===== config.mk =====
export PLATFORM = sky130hd
export DESIGN_NAME = encoder_knob_speed_command
export DESIGN_NICKNAME = d
export VERILOG_FILES = /design/src/rtl/eksc_pkg.sv /design/src/rtl/encoder_knob_speed_command.sv
export SDC_FILE = /design/constraint.sdc
export NUM_CORES = 1
export LEC_CHECK = 0
export BUFFER_PORTS_ARGS = -buffer_cell sky130_fd_sc_hd__buf_2
export CORE_MARGIN = 2
export CORE_UTILIZATION = 35
export DETAILED_ROUTE_END_ITERATION = 8
export PLACE_DENSITY = 0.61
export SYNTH_ARGS = -nofsm -noshare
export SYNTH_HDL_FRONTEND = slang
export SYNTH_SLANG_ARGS = --single-unit

===== constraint.sdc =====
create_clock -name i_clk -period 8.6 [get_ports i_clk]
set_input_delay 1.72 -clock i_clk [delete_from_list [all_inputs] [get_ports i_clk]]
set_output_delay 1.72 -clock i_clk [all_outputs]
set_load 0.1 [all_outputs]

===== src/rtl/eksc_pkg.sv =====
// eksc_pkg: shared constants for the encoder knob speed command block
// register indexes, field widths, speed limit and the divide-by-100 reciprocal
// no dependencies
`default_nettype none

package eksc_pkg;

    // hold timer width and ceiling
    localparam int TIMER_BITS = 16;
    localparam logic [TIMER_BITS-1:0] TIMER_CEIL = {TIMER_BITS{1'b1}};

    // configuration fields
    localparam int DEBOUNCE_W = 16;
    localparam int NEUTRAL_W  = 11;
    localparam int SPAN_W     = 9;
    localparam int CFG_IDX_W  = 2;
    localparam int CFG_DATA_W = 16;

    // the timer and the debounce register are compared at the wider of the two
    localparam int CMP_W = (TIMER_BITS > DEBOUNCE_W) ? TIMER_BITS : DEBOUNCE_W;

    localparam logic [CFG_IDX_W-1:0] CFG_DEBOUNCE = 2'd0;
    localparam logic [CFG_IDX_W-1:0] CFG_NEUTRAL  = 2'd1;
    localparam logic [CFG_IDX_W-1:0] CFG_SPAN     = 2'd2;

    localparam logic [DEBOUNCE_W-1:0] DEBOUNCE_RST = 16'd50;
    localparam logic [NEUTRAL_W-1:0]  NEUTRAL_RST  = 11'd1500;
    localparam logic [SPAN_W-1:0]     SPAN_RST     = 9'd500;

    // result fields
    localparam int SPEED_W = 7;
    localparam int PULSE_W = 12;
    localparam logic [SPEED_W-1:0] SPEED_MAX = 7'd100;

    // span * speed fits 16 bits; x / 100 == (x * 83887) >> 23 for x below 2^16
    localparam int PROD_W   = SPAN_W + SPEED_W;
    localparam int RECIP_W  = 17;
    localparam logic [RECIP_W-1:0] RECIP_100 = 17'd83887;
    localparam int RECIP_SH = 23;
    localparam int QPROD_W  = PROD_W + RECIP_W;

endpackage

`default_nettype wire


===== src/rtl/encoder_knob_speed_command.sv =====
// encoder_knob_speed_command: quadrature knob speed count, debounced direction
// button and pulse width command, one sample per clock unless stalled
// depends on eksc_pkg
//
// Usage
// - input channel: one sample (enc_a, enc_b, button_level, tick) per transfer,
//   taken at an edge where i_valid is high and o_stall is low
// - output channel: one result per sample, in order; the receiver holds
//   i_stall high to keep the current result on the ports
// - configuration: i_cfg_valid with i_cfg_index / i_cfg_data, o_cfg_ready is
//   always high; write only while no sample is in flight; unknown index ignored
// - path: a sample accepted at an edge passes the input register, the state
//   update and multiply, the reciprocal multiply and the output register
//   before its result is on the ports
// - throughput: one sample per cycle unless stalled; the state update sits in one
//   pipeline stage so each sample sees the state left by the one before it
// - stall: the whole pipeline holds while a result waits and i_stall is high,
//   and o_stall follows so nothing is dropped
// - reset (i_rst_n low, synchronous): registers return to 50 / 1500 / 500,
//   count 0, pins and button assumed high (released), forward direction,
//   pipeline empty
`default_nettype none

module encoder_knob_speed_command (
    input  wire logic                             i_clk,
    input  wire logic                             i_rst_n,
    // sample channel
    input  wire logic                             i_valid,
    output logic                                  o_stall,
    input  wire logic                             i_enc_a,
    input  wire logic                             i_enc_b,
    input  wire logic                             i_button_level,
    input  wire logic                             i_tick,
    // result channel
    output logic                                  o_valid,
    input  wire logic                             i_stall,
    output logic [eksc_pkg::PULSE_W-1:0]          o_pulse_width,
    output logic [eksc_pkg::SPEED_W-1:0]          o_speed_percent,
    output logic                                  o_reverse_on,
    output logic                                  o_press_event,
    // configuration write channel
    input  wire logic                             i_cfg_valid,
    output logic                                  o_cfg_ready,
    input  wire logic [eksc_pkg::CFG_IDX_W-1:0]   i_cfg_index,
    input  wire logic [eksc_pkg::CFG_DATA_W-1:0]  i_cfg_data
);
    import eksc_pkg::*;

    // configuration
    logic [DEBOUNCE_W-1:0] r_debounce;
    logic [NEUTRAL_W-1:0]  r_neutral;
    logic [SPAN_W-1:0]     r_span;

    // block state
    logic [SPEED_W-1:0]    r_speed, n_speed;
    logic                  r_prev_a, r_prev_b;
    logic                  r_raw_prev;
    logic                  r_stable, n_stable;
    logic [TIMER_BITS-1:0] r_hold, n_hold;
    logic                  r_reverse, n_reverse;
    logic                  n_press;

    // pipeline
    logic                  en;
    logic                  r_in_valid;
    logic                  r_in_a, r_in_b, r_in_btn, r_in_tick;
    logic                  r_s1_valid;
    logic [PROD_W-1:0]     r_s1_prod;
    logic [SPEED_W-1:0]    r_s1_speed;
    logic                  r_s1_rev, r_s1_press;
    logic                  r_s2_valid;
    logic [SPAN_W-1:0]     r_s2_offset;
    logic [SPEED_W-1:0]    r_s2_speed;
    logic                  r_s2_rev, r_s2_press;
    logic                  r_out_valid;
    logic [PULSE_W-1:0]    r_out_pulse, n_pulse;
    logic [SPEED_W-1:0]    r_out_speed;
    logic                  r_out_rev, r_out_press;

    logic                  ch_a, ch_b, move, down;
    logic [SPEED_W-1:0]    stepped;
    logic [PROD_W-1:0]     n_prod;
    logic [QPROD_W-1:0]    qprod;

    assign en          = !(r_out_valid && i_stall);
    assign o_stall     = !en;
    assign o_cfg_ready = 1'b1;

    always_ff @(posedge i_clk) begin
        if (!i_rst_n) begin
            r_debounce <= DEBOUNCE_RST;
            r_neutral  <= NEUTRAL_RST;
            r_span     <= SPAN_RST;
        end else if (i_cfg_valid && o_cfg_ready) begin
            unique case (i_cfg_index)
                CFG_DEBOUNCE: r_debounce <= i_cfg_data[DEBOUNCE_W-1:0];
                CFG_NEUTRAL:  r_neutral  <= i_cfg_data[NEUTRAL_W-1:0];
                CFG_SPAN:     r_span     <= i_cfg_data[SPAN_W-1:0];
                default: ;
            endcase
        end
    end

    // encoder step, then button; an accepted press clears the count
    always_comb begin
        ch_a    = (r_in_a != r_prev_a);
        ch_b    = (r_in_b != r_prev_b);
        move    = ch_a ^ ch_b;
        down    = ch_a ? (r_in_a == r_in_b) : (r_in_a != r_in_b);
        stepped = r_speed;
        if (move) begin
            if (down) begin
                if (r_speed != '0) stepped = r_speed - SPEED_W'(1);
            end else begin
                if (r_speed < SPEED_MAX) stepped = r_speed + SPEED_W'(1);
            end
        end

        n_hold = r_hold;
        if (r_in_btn != r_raw_prev) begin
            n_hold = '0;
        end else if (r_in_tick && r_hold != TIMER_CEIL) begin
            n_hold = r_hold + TIMER_BITS'(1);
        end

        n_speed   = stepped;
        n_stable  = r_stable;
        n_reverse = r_reverse;
        n_press   = 1'b0;
        if (CMP_W'(n_hold) > CMP_W'(r_debounce) && r_in_btn != r_stable) begin
            n_stable = r_in_btn;
            if (!r_in_btn) begin
                n_reverse = !r_reverse;
                n_speed   = '0;
                n_press   = 1'b1;
            end
        end
        n_prod = PROD_W'(r_span) * PROD_W'(n_speed);
    end

    always_ff @(posedge i_clk) begin
        if (!i_rst_n) begin
            r_speed    <= '0;
            r_prev_a   <= 1'b1;
            r_prev_b   <= 1'b1;
            r_raw_prev <= 1'b1;
            r_stable   <= 1'b1;
            r_hold     <= '0;
            r_reverse  <= 1'b0;
        end else if (en && r_in_valid) begin
            r_speed    <= n_speed;
            r_prev_a   <= r_in_a;
            r_prev_b   <= r_in_b;
            r_raw_prev <= r_in_btn;
            r_stable   <= n_stable;
            r_hold     <= n_hold;
            r_reverse  <= n_reverse;
        end
    end

    assign qprod = QPROD_W'(r_s1_prod) * QPROD_W'(RECIP_100);

    always_comb begin
        if (r_s2_rev) begin
            n_pulse = PULSE_W'(r_neutral) + PULSE_W'(r_s2_offset);
        end else if (NEUTRAL_W'(r_s2_offset) > r_neutral) begin
            n_pulse = '0;
        end else begin
            n_pulse = PULSE_W'(r_neutral - NEUTRAL_W'(r_s2_offset));
        end
    end

    always_ff @(posedge i_clk) begin
        if (!i_rst_n) begin
            r_in_valid  <= 1'b0;
            r_s1_valid  <= 1'b0;
            r_s2_valid  <= 1'b0;
            r_out_valid <= 1'b0;
        end else if (en) begin
            r_in_valid  <= i_valid;
            r_s1_valid  <= r_in_valid;
            r_s2_valid  <= r_s1_valid;
            r_out_valid <= r_s2_valid;
        end
    end

    always_ff @(posedge i_clk) begin
        if (en) begin
            r_in_a      <= i_enc_a;
            r_in_b      <= i_enc_b;
            r_in_btn    <= i_button_level;
            r_in_tick   <= i_tick;
            r_s1_prod   <= n_prod;
            r_s1_speed  <= n_speed;
            r_s1_rev    <= n_reverse;
            r_s1_press  <= n_press;
            r_s2_offset <= qprod[RECIP_SH+SPAN_W-1:RECIP_SH];
            r_s2_speed  <= r_s1_speed;
            r_s2_rev    <= r_s1_rev;
            r_s2_press  <= r_s1_press;
            r_out_pulse <= n_pulse;
            r_out_speed <= r_s2_speed;
            r_out_rev   <= r_s2_rev;
            r_out_press <= r_s2_press;
        end
    end

    assign o_valid         = r_out_valid;
    assign o_pulse_width   = r_out_pulse;
    assign o_speed_percent = r_out_speed;
    assign o_reverse_on    = r_out_rev;
    assign o_press_event   = r_out_press;

    a_speed_range: assert property (@(posedge i_clk) disable iff (!i_rst_n)
        r_speed <= SPEED_MAX)
        else $error("speed count above limit");

    a_press_clears: assert property (@(posedge i_clk) disable iff (!i_rst_n)
        (r_s1_valid && r_s1_press) |-> (r_s1_speed == '0 && r_s1_prod == '0))
        else $error("press did not clear speed");

    a_press_toggles: assert property (@(posedge i_clk) disable iff (!i_rst_n)
        (en && r_in_valid && n_press) |=> (r_reverse != $past(r_reverse)))
        else $error("press did not toggle direction");

    a_pins_tracked: assert property (@(posedge i_clk) disable iff (!i_rst_n)
        (en && r_in_valid) |=> (r_prev_a == $past(r_in_a) && r_prev_b == $past(r_in_b)))
        else $error("encoder history not updated");

    a_hold_when_stalled: assert property (@(posedge i_clk) disable iff (!i_rst_n)
        !en |=> ($stable(r_speed) && $stable(r_hold) && $stable(r_s1_prod)))
        else $error("pipeline moved while stalled");

endmodule

`default_nettype wire


==> results.tsv, run 1 <==
stage	metric	value	unit
clock_tree	CTS Buffer Depth	2	
clock_tree	H-tree depth	4	
yosys	Cells after Synth	1377	
detailed_routing	DR iter-0 viols	520	
flow_run	MaxCap Viol Count	0	
critical_path	R2R depth	34	
die	DIE HEIGHT	200	um
critical_path	worst r2r src	r_hold[0]	
yosys	Synth Warn #	0	
min_path	Hold Crit Depth	0	
detailed_routing	first-pass detailed-route iteration total	5	
die	Top Ports	51	
detailed_routing	via count	9552	
min_path	worst hold path class	flip-flop to flip-flop	
sta	Max Slew Vio Count	0	
die	starting density of the core	35.5	%
critical_path	Setup CP Type	flip-flop to flip-flop	
critical_path	CP most frequent cell	inv_1	
cells_and_area	multi-input gate area in the final layout	9060	um2
cells_and_area	antenna diode count	0	
yosys	Syn Nets	1740	
sta	fmax	0.126	GHz
grt	first-pass GRT wire length	48.5	mm
cells_and_area	share of layout cells above drive strength 1	7.71	%
critical_path	critical path endpoint	r_s1_prod[14]	
critical_path	Critical Path Fanout Max	13	
yosys	Seq cells post-synth	136	
yosys	Mean Syn Cell Area	9.72	um2
yosys	dominant cells by area after synthesis	fa_1 (20%), ha_1 (19%), edfxtp_1 (15%), dfxtp_1 (10%), inv_1 (5.8%)	
clock_tree	TritonCTS Buffers	17	
grt	GR Overflow Total	0	
run_status	status	complete, no violations	
detailed_routing	Vias/cell	4.93	
critical_path	CP required	8.77	ns
sta	RSZ-0062 raised after global routing	false	
critical_path	Arr. time, crit path	8.13	ns
yosys	sequential-to-total area share from yosys stat	25.4	%
sta	Slew @ Worst Pin	1.17	ns
critical_path	Worst setup startpoint	r_hold[0]	
critical_path	r2r setup slk	0.64	ns
yosys	Yosys top cell area share	19.7	%
clock_tree	cts repair resizes	0	
yosys	cell area after synthesis	13400	um2
yosys	Post-synth top flop	edfxtp_1	
clock_tree	post-CTS setup buffers	0	
yosys	EDFF count, synth	68	
sta	Hold Violations, Final	0	
critical_path	FF-to-FF End	r_s1_prod[14]	
place	hpwl dp	22.8	mm
yosys	top-count cell post-synth	inv_1	
yosys	area leader, netlist	fa_1	
cells_and_area	register area	3400	um2
grt	largest net degree at the start of global routing	76	
detailed_routing	routed len/inst	14.9	um
clock_tree	root buffer cell	clkbuf_16	
die	full die area	39800	um2
sta	final setup violation count	0	
die	Core ar.	37700	um2
die	Die W	200	um
sta	final clock skew	0.0152	ns
cells_and_area	area grow syn2layout	10.6	%
detailed_routing	DRT Wirelength	28.8	mm
place	I/O Buffers	49	
grt	initial antenna violation count	0	
cells_and_area	fill count	3793	
clock_tree	CTS sink count	136	
detailed_routing	DRC viols	0	
sta	Final min period	7.96	ns
critical_path	CP max stage cell	fa_1	
clock_tree	CTS tree	done	
critical_path	slowest stage delay, CP	0.53	ns
critical_path	CP Capture Type	flip-flop	
sta	fin crit share	92.6	%
grt	global-route usage over all layers	15.3	%
clock_tree	Worst-Skew Late Latency	0.43	ns
clock_tree	hold_buf cts	0	
sta	setup tns final	0	ns
critical_path	CP startpoint kind	flip-flop	
yosys	most frequent cells after synthesis	inv_1 (208), ha_1 (204), nand2_1 (152)	
clock_tree	Clock transition at path regs	0.06	ns
place	routability cong.	0.901	
die	num rows	71	
detailed_routing	DRT antenna net count	0	
yosys	Netlist cell types	69	
sta	normalized max-slew margin	22.1	%
yosys	ys async rst share	0	%
grt	vias in the first global route	9700	
cells_and_area	nets	1777	
==> kinds of logic after synthesis <==
logic type | count (synthesis) | synth area share (%)
buffers and inverters | 244 | 7.01
AND/OR/NAND/NOR | 376 | 13.5
other | 1 | 0.0280
AO/OA/AOI/OAI | 232 | 11.6
flip-flops | 136 | 25.4
multiplexers | 3 | 0.224
XOR/XNOR | 49 | 3.35
adder cells (fa/ha/maj) | 336 | 38.8
==> layout make-up <==
type / instances / area share (%)
multi-input cells: 997 / 61.3
inverters: 209 / 5.30
clock buffers: 20 / 3.19
flip-flops and latches: 136 / 23.0
well taps: 511 / 4.32
repair buffers: 53 / 1.86
clock inverters: 12 / 1.07
==> metrics by stage <==
step	worst slack, ns	std cells	utilization, %	hold slack (ns)	cell area, um2
floorplan	1.39	1377	-	0.400	13400
detailed placement	0.583	1906	37.6	0.405	14200
global placement	0.843	1906	37.6	0.405	14200
global route	0.0325	1938	39.3	0.428	14800
finish	0.637	1938	39.3	0.419	14800
CTS	0.508	1938	39.3	0.421	14800
==> state kept, by name, summed over array words and instances, names as in the netlist, 9 cells and up <==
name and count:
r_s1_prod 16, r_hold 16, r_neutral 11, r_debounce 16
r_span 9, o_pulse_width 12, r_s2_offset 9
==> critical path, delay by kind of cell, from the launching register on <==
kind                     cells  cell delay, ns
XOR/XNOR                     2            0.22
adder cells (fa/ha/maj)      7            2.93
buffers and inverters        6            0.45
AO/OA/AOI/OAI                8            1.26
AND/OR/NAND/NOR             11            2.48
flip-flops                   1            0.35
==> layout by cell type (no fill, tap or decap), types with 13 or more instances in the layout <==
master | netlist | layout
o21ai_0 | 32 | 32
dfxtp_1 | 68 | 68
and2_1 | 46 | 46
nand2_1 | 152 | 151
clkbuf_16 | 0 | 18
nor3_1 | 19 | 19
and3_1 | 16 | 16
ha_1 | 204 | 204
a21oi_1 | 58 | 57
xnor2_1 | 31 | 31
nor2b_1 | 13 | 13
xor2_1 | 17 | 17
buf_2 | 9 | 49
nand3_1 | 35 | 35
nor2_1 | 53 | 51
a21boi_0 | 28 | 28
edfxtp_1 | 68 | 68
inv_1 | 208 | 208
a21o_1 | 17 | 17
fa_1 | 132 | 132
==> worst min path at each step <==
stage,slack (ns),to,start
2_1_floorplan,0.40,o_press_event,r_s2_press
3_3_place_gp,0.40,o_speed_percent[3],r_s2_speed[3]
3_5_place_dp,0.40,r_s2_speed[2],r_s1_speed[2]
4_1_cts,0.42,r_s2_speed[2],r_s1_speed[2]
5_1_grt,0.43,r_s2_speed[0],r_s1_speed[0]
6_report,0.42,o_speed_percent[4],r_s2_speed[4]
==> metal layers <==
layer,GRT usage [%],vias to the layer above,part of all wire (%)
met5,0,-,0
met4,4.06,0,1.4
met3,2.19,33,2.9
met2,25.8,176,48
met1,20.5,4633,48
li1,-,4710,-
Power of run 1 is not shown: default switching activity piles up to over one toggle a cycle in this logic, so the estimate is an artifact.
==> inputs of run 2 (changes only) <==
Settings changed: CORE_UTILIZATION 35 to 64, PLACE_DENSITY 0.61 to 0.93.
==> run 2 against run 1 <==
Against the previous run: cell count decreased by 12%; wire length increased by 9.0%; critical path depth decreased by 5; highest routed layer unchanged; critical endpoint is now r_s1_prod[15]; largest cell class unchanged.
==> results.tsv, run 2 (synthesis gave the netlist of run 1 again) <==
stage	metric	value	unit	change
grt	initial antenna violation count	0		unchanged
sta	fin crit share	94.1	%	+1.5 points
critical_path	Critical Path Fanout Max	13		unchanged
grt	first-pass GRT wire length	51.9	mm	+7.1%
die	full die area	22100	um2	-45%
cells_and_area	Top Registers	r_debounce x16, r_hold x16, r_s1_prod x16		
detailed_routing	DRT Wirelength	31.4	mm	+9.0%
cells_and_area	antenna diode count	0		unchanged
critical_path	CP startpoint kind	flip-flop		
flow_run	MaxCap Viol Count	0		unchanged
cells_and_area	share of layout cells above drive strength 1	7.63	%	-0.075 points
clock_tree	root buffer cell	clkbuf_16		
sta	Max Slew Vio Count	0		unchanged
clock_tree	H-tree depth	4		unchanged
grt	GR Overflow Total	0		unchanged
die	DIE HEIGHT	149	um	-26%
detailed_routing	first-pass detailed-route iteration total	5		unchanged
clock_tree	CTS tree	done		
critical_path	FF-to-FF End	r_s1_prod[15]		
clock_tree	CTS sink count	136		unchanged
grt	largest net degree at the start of global routing	76		unchanged
clock_tree	Worst-Skew Late Latency	0.44	ns	about the same
cells_and_area	most frequent cells in the layout	inv_1 (208), ha_1 (204), nand2_1 (151)		
detailed_routing	routed len/inst	18.5	um	+24%
sta	final setup violation count	0		unchanged
clock_tree	Clock transition at path regs	0.07	ns	about the same
sta	final clock skew	0.0138	ns	-0.00144 ns
clock_tree	TritonCTS Buffers	17		unchanged
min_path	hold_sp	r_s2_speed[3]		
die	num rows	52		-27%
place	I/O Buffers	49		unchanged
clock_tree	CTS Buffer Depth	2		unchanged
critical_path	CP Capture Type	flip-flop		
critical_path	R2R depth	29		-15%
place	hpwl dp	23.3	mm	+2.3%
sta	RSZ-0062 raised after global routing	false		
die	Die W	149	um	-26%
cells_and_area	nets	1778		+0.056%
critical_path	Setup CP Type	flip-flop to flip-flop		
detailed_routing	via count	10200		+6.5%
die	Top Ports	51		unchanged
die	starting density of the core	65.7	%	+30 points
critical_path	r2r setup slk	0.51	ns	-0.13 ns
min_path	worst hold path class	flip-flop to flip-flop		
detailed_routing	Vias/cell	5.99		+22%
critical_path	Arr. time, crit path	8.28	ns	+0.15 ns
cells_and_area	area grow syn2layout	7.99	%	
die	Core ar.	20400	um2	-46%
grt	global-route usage over all layers	29.8	%	+14 points
sta	Hold Violations, Final	0		unchanged
grt	vias in the first global route	10800		+11%
critical_path	worst r2r src	r_hold[0]		
critical_path	slowest stage delay, CP	0.56	ns	+0.03 ns
critical_path	CP required	8.78	ns	about the same
detailed_routing	DRC viols	0		unchanged
place	routability cong.	0.923		+2.5%
detailed_routing	DRT antenna net count	0		unchanged
cells_and_area	most common cell after layout, fill and taps aside	inv_1		
sta	Slew @ Worst Pin	1.15	ns	-0.0193 ns
sta	fmax	0.124	GHz	-1.6%
detailed_routing	DR iter-0 viols	664		+28%
min_path	hold path endpoint	o_speed_percent[3]		
run_status	status	complete, no violations		
sta	setup tns final	0	ns	unchanged
sta	normalized max-slew margin	23.4	%	+1.3 points
critical_path	CP max stage cell	nor2_1		
min_path	Hold Crit Depth	0		unchanged
sta	Final min period	8.09	ns	+0.129 ns
[run 2: repair_timing]
| action | CTS | global route |
|---|---|---|
| hold buffers | 0 | 0 |
| gates resized for setup | 0 | 2 |
| setup endpoints to repair | 0 | 3 |
| buffers inserted | 0 | 0 |
[run 2: critical path, delay by kind of cell, from the launching register on]
| family | cells | cell delay, ns |
|---|---|---|
| fa+ha+maj | 7 | 2.85 |
| flops | 1 | 0.41 |
| xor+xnor | 2 | 0.24 |
| buf+inv | 2 | 0.09 |
| compound gates | 11 | 2.27 |
| simple gates | 7 | 1.97 |
[run 2: per-layer routing]
| layer | up-vias | track usage [%] | wire length [um] |
|---|---|---|---|
| li1 | 4716 | - | - |
| met1 | 4895 | 34.8 | 12200 |
| met2 | 432 | 53.1 | 16000 |
| met3 | 131 | 5.52 | 1780 |
| met4 | 0 | 13.9 | 1410 |
| met5 | - | 0 | 0 |
[run 2: area by class of cell]
cell class                 count  area [um2]
multi-input combinational    997        9060
fill                        1334        5910
sequential                   136        3400
inverter                     209         785
clock buffer                  18         429
tap                          270         338
timing repair buffer          54         283
clock inverter                14         155
[run 2: worst max-delay path by stage]
stage	startpoint	endpoint	slack [ns]
6_report	r_hold[0]	r_s1_prod[15]	0.51
5_1_grt	r_hold[6]	r_s1_prod[14]	0.01
2_1_floorplan	r_hold[0]	r_s1_prod[14]	1.39
3_5_place_dp	r_hold[0]	r_s1_prod[15]	0.63
4_1_cts	r_hold[0]	r_s1_prod[14]	0.48
3_3_place_gp	r_hold[0]	r_s1_prod[15]	0.97
[run 2: per-stage QoR]
| stage | hold slack (ns) | area, um2 | cells | util (%) | setup slack, ns |
|---|---|---|---|---|---|
| after floorplan | 0.400 | 13400 | 1377 | - | 1.39 |
| after global placement | 0.403 | 13900 | 1666 | 68.1 | 0.975 |
| after detailed placement | 0.405 | 13900 | 1666 | 68.1 | 0.632 |
| after CTS | 0.417 | 14400 | 1698 | 70.9 | 0.475 |
| after global routing | 0.428 | 14500 | 1698 | 71.0 | 0.0109 |
| final | 0.420 | 14500 | 1698 | 71.0 | 0.508 |
Power of run 2 is left out for the same reason.
==> inputs of run 3 (changes only) <==
Settings changed: MAX_ROUTING_LAYER from default to met4.
==> run 3 against run 2 <==
Against the previous run: maximum frequency shrank 0.93%; critical path depth grew 1; non-clock buffer count grew 1; final area shrank 0.20%; register-to-register slack lost 0.08 ns; clock-buffer cell count shrank 1; clock skew grew 0.00052 ns; wire length shrank 2.1%; worst setup slack lost 0.076 ns; cell count is essentially flat; first-iteration DRC count grew 3.9%; sequential share of layout area is essentially flat; critical path type unchanged; largest cell class unchanged.
==> results.tsv, run 3 (synthesis gave the netlist of run 1 again) <==
stage	metric	value	unit	change
critical_path	R2R depth	30		+3.4%
cells_and_area	Layout Cells excl Fill	1699		+0.059%
clock_tree	Clock transition at path regs	0.07	ns	about the same
sta	final setup violation count	0		unchanged
critical_path	CP Capture Type	flip-flop		
die	DIE HEIGHT	149	um	unchanged
sta	Final min period	8.17	ns	+0.0761 ns
clock_tree	CTS sink count	136		unchanged
die	Die W	149	um	unchanged
grt	largest net degree at the start of global routing	76		unchanged
cells_and_area	most frequent cells in the layout	inv_1 (208), ha_1 (204), nand2_1 (151)		
clock_tree	TritonCTS Buffers	17		unchanged
min_path	worst hold path class	flip-flop to flip-flop		
critical_path	CP max stage cell	fa_1		
detailed_routing	first-pass detailed-route iteration total	5		unchanged
sta	normalized max-slew margin	21.6	%	-1.8 points
run_status	status	complete, no violations		
detailed_routing	DRT Wirelength	30.7	mm	-2.1%
grt	GR peak layer	met2		
detailed_routing	DRC viols	0		unchanged
die	Core ar.	20400	um2	unchanged
flow_run	MaxCap Viol Count	0		unchanged
clock_tree	CTS Buffer Depth	2		unchanged
critical_path	Setup CP Type	flip-flop to flip-flop		
critical_path	worst r2r src	r_hold[0]		
place	DP Cell Count	1667		+0.060%
min_path	Hold Crit Depth	0		unchanged
cells_and_area	most common cell after layout, fill and taps aside	inv_1		
critical_path	Arr. time, crit path	8.34	ns	+0.06 ns
clock_tree	hold_buf cts	0		unchanged
detailed_routing	DR iter-0 viols	690		+3.9%
clock_tree	CTS tree	done		
sta	Max Slew Vio Count	0		unchanged
min_path	hold_sp	r_s2_speed[0]		
die	starting density of the core	65.7	%	unchanged
place	I/O Buffers	49		unchanged
detailed_routing	Vias/cell	5.97		-0.39%
sta	fmax	0.122	GHz	-0.93%
die	Top Ports	51		unchanged
sta	Hold Violations, Final	0		unchanged
grt	vias in the first global route	10600		-1.8%
critical_path	CP required	8.77	ns	about the same
grt	routing usage on met2	52.3	%	-0.86 points
grt	global-route usage over all layers	30.2	%	+0.37 points
detailed_routing	via count	10100		-0.33%
die	full die area	22100	um2	unchanged
cells_and_area	antenna diode count	0		unchanged
detailed_routing	DRT antenna net count	0		unchanged
critical_path	Critical Path Fanout Max	13		unchanged
cells_and_area	Top Registers	r_debounce x16, r_hold x16, r_s1_prod x16		
clock_tree	H-tree depth	4		unchanged
detailed_routing	routed len/inst	18.1	um	-2.2%
sta	final clock skew	0.0143	ns	+0.000515 ns
grt	met1 track utilization from global routing	35.1	%	+0.28 points
die	num rows	52		unchanged
sta	RSZ-0062 raised after global routing	false		
grt	first-pass GRT wire length	51.1	mm	-1.6%
grt	met3 GRT Util	5.18	%	-0.34 points
place	routability cong.	0.940		+1.9%
cells_and_area	share of layout cells above drive strength 1	7.84	%	+0.20 points
sta	setup tns final	0	ns	unchanged
grt	GR Overflow Total	0		unchanged
sta	fin crit share	95.0	%	+0.88 points
critical_path	slowest stage delay, CP	0.56	ns	about the same
cells_and_area	fill count	1336		+0.15%
clock_tree	Worst-Skew Late Latency	0.43	ns	about the same
critical_path	FF-to-FF End	r_s1_prod[14]		
clock_tree	root buffer cell	clkbuf_16		
sta	Slew @ Worst Pin	1.18	ns	+0.0268 ns
critical_path	CP most frequent cell	fa_1		
min_path	hold path endpoint	o_speed_percent[0]		
critical_path	CP startpoint kind	flip-flop		
cells_and_area	nets	1779		+0.056%
cells_and_area	area grow syn2layout	7.78	%	
grt	initial antenna violation count	0		unchanged
place	hpwl dp	23.2	mm	-0.50%
critical_path	r2r setup slk	0.43	ns	-0.08 ns
[run 3: cell count changes in the layout (fill, tap and decap cells not counted), sizes merged]
cell and change:
buf +1, bufinv -1, clkbuf -1, clkinv +3
clkinvlp +1, inv -2
[run 3: area by class of cell]
cell class	instances	area [um2]	share of cell area [%]
Clock buffer	17	425	2.95
Timing Repair Buffer	55	290	2.01
Multi-Input combinational cell	997	9060	62.8
Sequential cell	136	3400	23.6
Inverter	209	785	5.44
Clock inverter	15	118	0.815
Tap cell	270	338	2.34
[run 3: worst max-delay path: cells and delay by family (launching register included)]
family | cells | cell delay, ns
adders and majority gates | 7 | 2.93
xor gates and xnor gates | 2 | 0.26
AOI/OAI and AO/OA | 9 | 1.81
and+or+nand+nor | 9 | 2.23
buffers and inverters | 3 | 0.30
DFF | 1 | 0.40
[run 3: per-layer routing]
metal,part of all wire (%),vias to the layer above
met1,39,4863
met5,0,-
met4,3.9,0
li1,-,4716
met3,6.5,114
met2,51,447
[run 3: per-stage QoR]
stage	hold WS, ns	cell area (um2)	util, %	setup WS (ns)
global route	0.424	14400	70.8	0.0702
finish	0.419	14400	70.8	0.432
global placement	0.404	13900	68.1	0.873
CTS	0.420	14400	70.8	0.201
floorplan	0.400	13400	-	1.39
detailed placement	0.405	13900	68.1	0.512
[run 3: timing repair]
item | 4_1_cts | 5_1_grt
buffers inserted | 0 | 0
setup endpoints to repair | 0 | 2
gates resized for setup | 0 | 4
[run 3: worst max path at each step]
stage                     cells after the start            end  startpoint  slack [ns]
after floorplan                              31  r_s1_prod[14]   r_hold[0]        1.39
after global placement                       29  r_s1_prod[15]   r_hold[0]        0.87
final                                        30  r_s1_prod[14]   r_hold[0]        0.43
after global routing                         30  r_s1_prod[14]   r_hold[6]        0.07
after detailed placement                     31  r_s1_prod[14]   r_hold[0]        0.51
after CTS                                    31  r_s1_prod[14]   r_hold[0]        0.20
Power of run 3 is left out for the same reason.
